**src/hw/rtl/bre_ram.sv**
```systemverilog
// ----------------------------------------------------------------------------
// bre_ram
// generic simple dual port ram, one write port, one registered read port
// ----------------------------------------------------------------------------
module bre_ram #(
  parameter int WIDTH = 64,
  parameter int DEPTH = 64
) (
  input  logic                                      clk,
  input  logic                                      we,
  input  logic [((DEPTH > 1) ? $clog2(DEPTH) : 1)-1:0] waddr,
  input  logic [WIDTH-1:0]                          wdata,
  input  logic [((DEPTH > 1) ? $clog2(DEPTH) : 1)-1:0] raddr,
  output logic [WIDTH-1:0]                          rdata
);

  logic [WIDTH-1:0] mem [DEPTH];

  always_ff @(posedge clk) begin
    if (we) begin
      mem[waddr] <= wdata;
    end
    rdata <= mem[raddr];
  end

endmodule

```
**config.mk**
```make
export PLATFORM = sky130hd
export DESIGN_NAME = bre_ram
export DESIGN_NICKNAME = d
export VERILOG_FILES = /design/src/hw/rtl/bre_ram.sv
export SDC_FILE = /design/constraint.sdc
export NUM_CORES = 2
export LEC_CHECK = 0
export BUFFER_PORTS_ARGS = -buffer_cell sky130_fd_sc_hd__clkbuf_2
export CAP_MARGIN = 20
export CORE_UTILIZATION = 45
export DETAILED_ROUTE_END_ITERATION = 8
export HOLD_SLACK_MARGIN = 0.08
export RECOVER_POWER = 25
export SYNTH_ARGS = -nofsm -noshare
export SYNTH_HDL_FRONTEND = slang
export SYNTH_SLANG_ARGS = --single-unit
```
**constraint.sdc**
```tcl
create_clock -name clk -period 8.8 [get_ports clk]
set_input_delay 1.76 -clock clk [delete_from_list [all_inputs] [get_ports clk]]
set_output_delay 1.76 -clock clk [all_outputs]
set_load 0.1 [all_outputs]
```
* After elaboration in Yosys (flattened, before gate mapping)
Memory sizes are Yosys's and may differ from the RTL's. A register that Yosys moved wholly into a read port is not among the register bits.
Index checks and enable logic that the tools add are counted.
** Storage, ports and cells
- Memory bits (writable) :: 4096
- Register bits :: 0
- Bits in read-only memories :: 0
- Latch bits :: 0
- Output and inout bits :: 64
- Word-level logic and storage cells :: 3
- Memories :: 1
- Bits of input ports :: 78
** Operators by class
- Add/sub/neg operators :: 0
- Magnitude comparators :: 0
- Bitwise operators :: 0
- Multiplexer cells :: 2
- Reductions and logical operators :: 0
- Multipliers :: 0
- Shift-type cells :: 0
- Divide/modulo/power cells :: 0
- Equality and inequality tests :: 0
** Memories
- mem :: depth 64, width 64, rd ports 1, clocked after memory_dff 1, wr ports 1, RTL line 17 : logic [WIDTH-1:0] mem [DEPTH];
** Operators with widths (count)
- 2-to-1 mux 1 bit :: 2

* Longest topological paths before layout
- Depth in word-level cells :: 2
- Mapped depth :: 9
- Mapped depth without buffers :: 5

* Worst setup path before layout
No wires, ideal clock.
- Path kind :: input port to flip-flop
- From :: input port waddr[3] (netlist bit)
- To :: memory mem[48][0], enable pin
- Required time :: 8.236 ns
- Stages on the path :: 4
- Arrival time :: 6.632 ns
- Setup slack :: 1.604 ns
- Setup time :: 0.564 ns
- Cells stage by stage :: clkbuf_1 > nor2b_1 > nand4b_1 > nor3_1
** RTL lines
- start, declared :: RTL line 11 : input logic [((DEPTH > 1) ? $clog2(DEPTH) : 1)-1:0] waddr,
- end, declared :: RTL line 17
Straight into the memory's write port.

==> results.cfg <==
[critical_path]
worst-path-buf-inv = 3
timing.critical_path.max_delay_family = buffers and inverters
critical_path.max_fanout = 91
cp_slowest_cell = a41oi_1
criticalPathCategory = input port to flop
worst_path_largest_cell_delay_ns = 0.88
cp.required_ns = 9.59
cp.arrival_ns = 5.24
worstSetupStartpointType = input port
cp-end-kind = flop
timing.critical_path.cells = buf_8 > buf_12 > buf_4 > mux4_2 > or3_1 > a41oi_1 > a211oi_1

[clock_tree]
cts_buffers = 410
cts_buffer_depth = 4
cts.reportedPaths.clkPinSlew_ns = 0.06
clkSinkCount = 4160
ctsRootBufferMaster = clkbuf_16
tritoncts = built
clock_latency_ns = 0.96
cts.repair_timing.setup_buffer_count = 0
cts.repair.resized = 0
cts_hold_repair.buffers = 0
cts_htree_levels = 5

[job]
max_cap_check_violation_count = 40

[synthesis]
synth.most_common_cell = edfxtp_1
synth.top_cells.by_count = edfxtp_1 (4096), mux4_2 (1024), buf_2 (170), a22oi_1 (168), clkbuf_1 (140)
synth_cell_type_count = 33
yosys_register_bits = 4160
syn_inst = 6598
synth-compound-area-share_pct = 2.477
count_of_flip_flops_with_a_built_in_enable_after_synthesis = 4096
yosys-top-cells-area = edfxtp_1 (79%), mux4_2 (15%), mux2i_1 (0.86%)
synth_xor_area_share_pct = 0
postSynth.asyncResetShare_pct = 0
yosysTopAreaCell = edfxtp_1
synth_top_flop_cell = edfxtp_1
synthDominantCellAreaShare_pct = 78.67
synth_warnings = 0
synth_fa_ha_area_share_pct = 0
mappedNetlistNets = 6676
yosysSeqAreaShare_pct = 79.49
synth.mux.area_fraction_pct = 15.61
synthSimpleGateAreaFrac_pct = 1.240
combinational_family_with_the_most_area_after_synthesis = multiplexers
synth.cell_area_mm2 = 0.1563
avgSynthCellArea_um2 = 23.70

[sta]
grt_setup_unrepaired = no
maxSlewHeadroom_pct = -100.7
setup_violations = 0
clock.fmax_mhz = 224.6
final.setup_skew_ns = 0.03146
post-route-min-period_ns = 4.452
tns_ns = 0
timing.hold.ws_ns = 0.8501
finalMaxSlewViolations = 2279
layout_worst_path_cycle_share_pct = 50.59
hold_viol = 0
final_critical_path_setup_slack_ns = 4.348
tightest_slew_ns = 3.010

[floorplanning]
coreArea_mm2 = 0.3459
fp.dieW_um = 591.4
boundaryPins = 142
die_h_um = 591.4
fp-row-count = 216
fp.dieArea_mm2 = 0.3498
initial_utilization_pct = 45.20

[global_route]
combined_global_route_utilization_of_all_metal_layers_pct = 24.53
via_count_of_the_first_global_routing_pass = 76210
antenna_found_initial = 28
grt_pass1_wl_um = 599600
grt-ovfl-total = 0
largest_net_degree_at_the_start_of_global_routing = 118

[power_and_ir_drop]
leakagePower_nw = 55.02
total_power_mw = 41.92
vdd_ir_drop_max_mv = 0.2162
pwr-share-seq_pct = 52.6
clock_power_share_pct = 42.1
combinational_share_of_power_pct = 5.3
power_switching_share_pct = 21.69
power_per_cell_area_mw_per_mm2 = 236.3
power.switching_mw = 9.094
p_int_mw = 32.82

[finish]
final_layout_size_suffix_gt1_share_pct = 27.92
num-nets-final = 7127
n_fill_cell = 26780
syn_to_final_growth_pct = 13.47
multi_input_combinational_cell_area_mm2 = 0.03078
seq_area_mm2 = 0.1243

[placed_design]
number_of_input_and_output_port_buffers_inserted = 141
dp_hpwl_um = 233000
placement_setup_slack_ns = 3.213
place_congestion = 0.7849

[outcome]
result_of_the_run = finished, violations left
violations_in_the_final_reports = max-capacitance violations, max-slew violations

[detailed_routing]
detail_route.drc_violations = 0
detail_route.vias_per_cell = 6.250
detail_route.iter0.violations = 9954
drt_pre_antenna_iters = 6
vias = 74920
detail-route-antenna-nets = 0
drt-wirelength-per-cell_um = 35.81
route.final.wire_length_um = 429200

[worst_hold_path]
min_path_type = flop to flop
==> sequential cells by signal, summed over array words and instances, names as in the netlist <==
name	cells
rdata	64
mem	4096
==> through the flow <==
| stage | cells | util (%) | instance area, um2 |
|---|---|---|---|
| floorplan | 6598 | - | 156300 |
| global placement | 11180 | 47.31 | 163700 |
| detailed placement | 11190 | 47.37 | 163900 |
| CTS | 11950 | 51.26 | 177300 |
| global route | 11980 | 51.27 | 177400 |
| finish | 11990 | 51.28 | 177400 |
==> power groups by stage <==
stage	clock, mW	combinational [mW]	sequential (mW)
2_1_floorplan	0	1.02	22.7
3_3_place_gp	0	2.18	22.5
3_5_place_dp	0	2.22	22.5
4_1_cts	17.9	2.22	22.1
5_1_grt	18.6	2.31	22.1
6_report	17.6	2.20	22.1
==> logic make-up (layout without fill, tap and decap cells) <==
| logic type | count (synthesis) | after routing |
|---|---|---|
| compound gates | 504 | 504 |
| flops | 4160 | 4160 |
| simple gates | 386 | 386 |
| buf+inv | 389 | 1187 |
| other cells | 0 | 13 |
| mux | 1159 | 1159 |
==> metal layers <==
layer  GRT usage [%]  routed length [um]  up-vias
li1                -                   -    29410
met1           34.82              172200    41120
met2           39.78              209100     3727
met3           3.356               33730      659
met4           7.690               14200        2
met5               0                   8        -
==> layout make-up <==
type                            count  area share [%]
Sequential cell                  4160           70.05
Multi-Input combinational cell   2049           17.35
Clock buffer                      514           6.161
Tap cell                         4578           3.229
Timing Repair Buffer              409           1.709
Clock inverter                    245           1.435
Inverter                           19         0.04020
Antenna cell                       13         0.01834
==> cells in the final DEF, fill, tap and decap left out, drive strengths merged <==
| cell type | synthesis | layout |
|---|---|---|
| mux2i | 135 | 135 |
| or3 | 29 | 29 |
| clkbuf | 140 | 691 |
| a31oi | 18 | 18 |
| edfxtp | 4096 | 4096 |
| mux4 | 1024 | 1024 |
| nor2 | 112 | 112 |
| buf | 230 | 232 |
| a211oi | 63 | 63 |
| o22ai | 83 | 83 |
| nand4b | 1 | 1 |
| nand3 | 45 | 45 |
| a31o | 1 | 1 |
| nor2b | 28 | 28 |
| o221ai | 38 | 38 |
| and3 | 64 | 64 |
| nand3b | 2 | 2 |
| and2 | 3 | 3 |
| clkinv | 0 | 163 |
| or3b | 1 | 1 |
| or2 | 28 | 28 |
| nor3 | 2 | 2 |
| a22oi | 168 | 168 |
| a41oi | 26 | 26 |
| inv | 19 | 31 |
| nand2 | 58 | 58 |
| dfxtp | 64 | 64 |
| a22o | 88 | 88 |
| bufinv | 0 | 47 |
| nand4 | 2 | 2 |
| nand2b | 11 | 11 |
| diode | 0 | 13 |
| clkinvlp | 0 | 23 |
| a2bb2oi | 19 | 19 |
==> worst paths after layout <==
kind               startpoint        end  slack (ns)  depth (start not counted)
setup / recovery     raddr[2]  rdata[11]        4.35                          7
hold / removal    mem[45][28]  rdata[28]        0.85                          4
setup reg to reg  mem[43][11]  rdata[11]        6.42                          5
hold reg to reg   mem[45][28]  rdata[28]        0.85                          4
==> worst min-delay path, delay by kind of cell (launching register included) <==
family	cells	cell delay [ns]
mux	1	0.23
simple gates	2	0.21
flops	1	0.32
compound gates	1	0.06
Power figures use the tool's default switching activity.
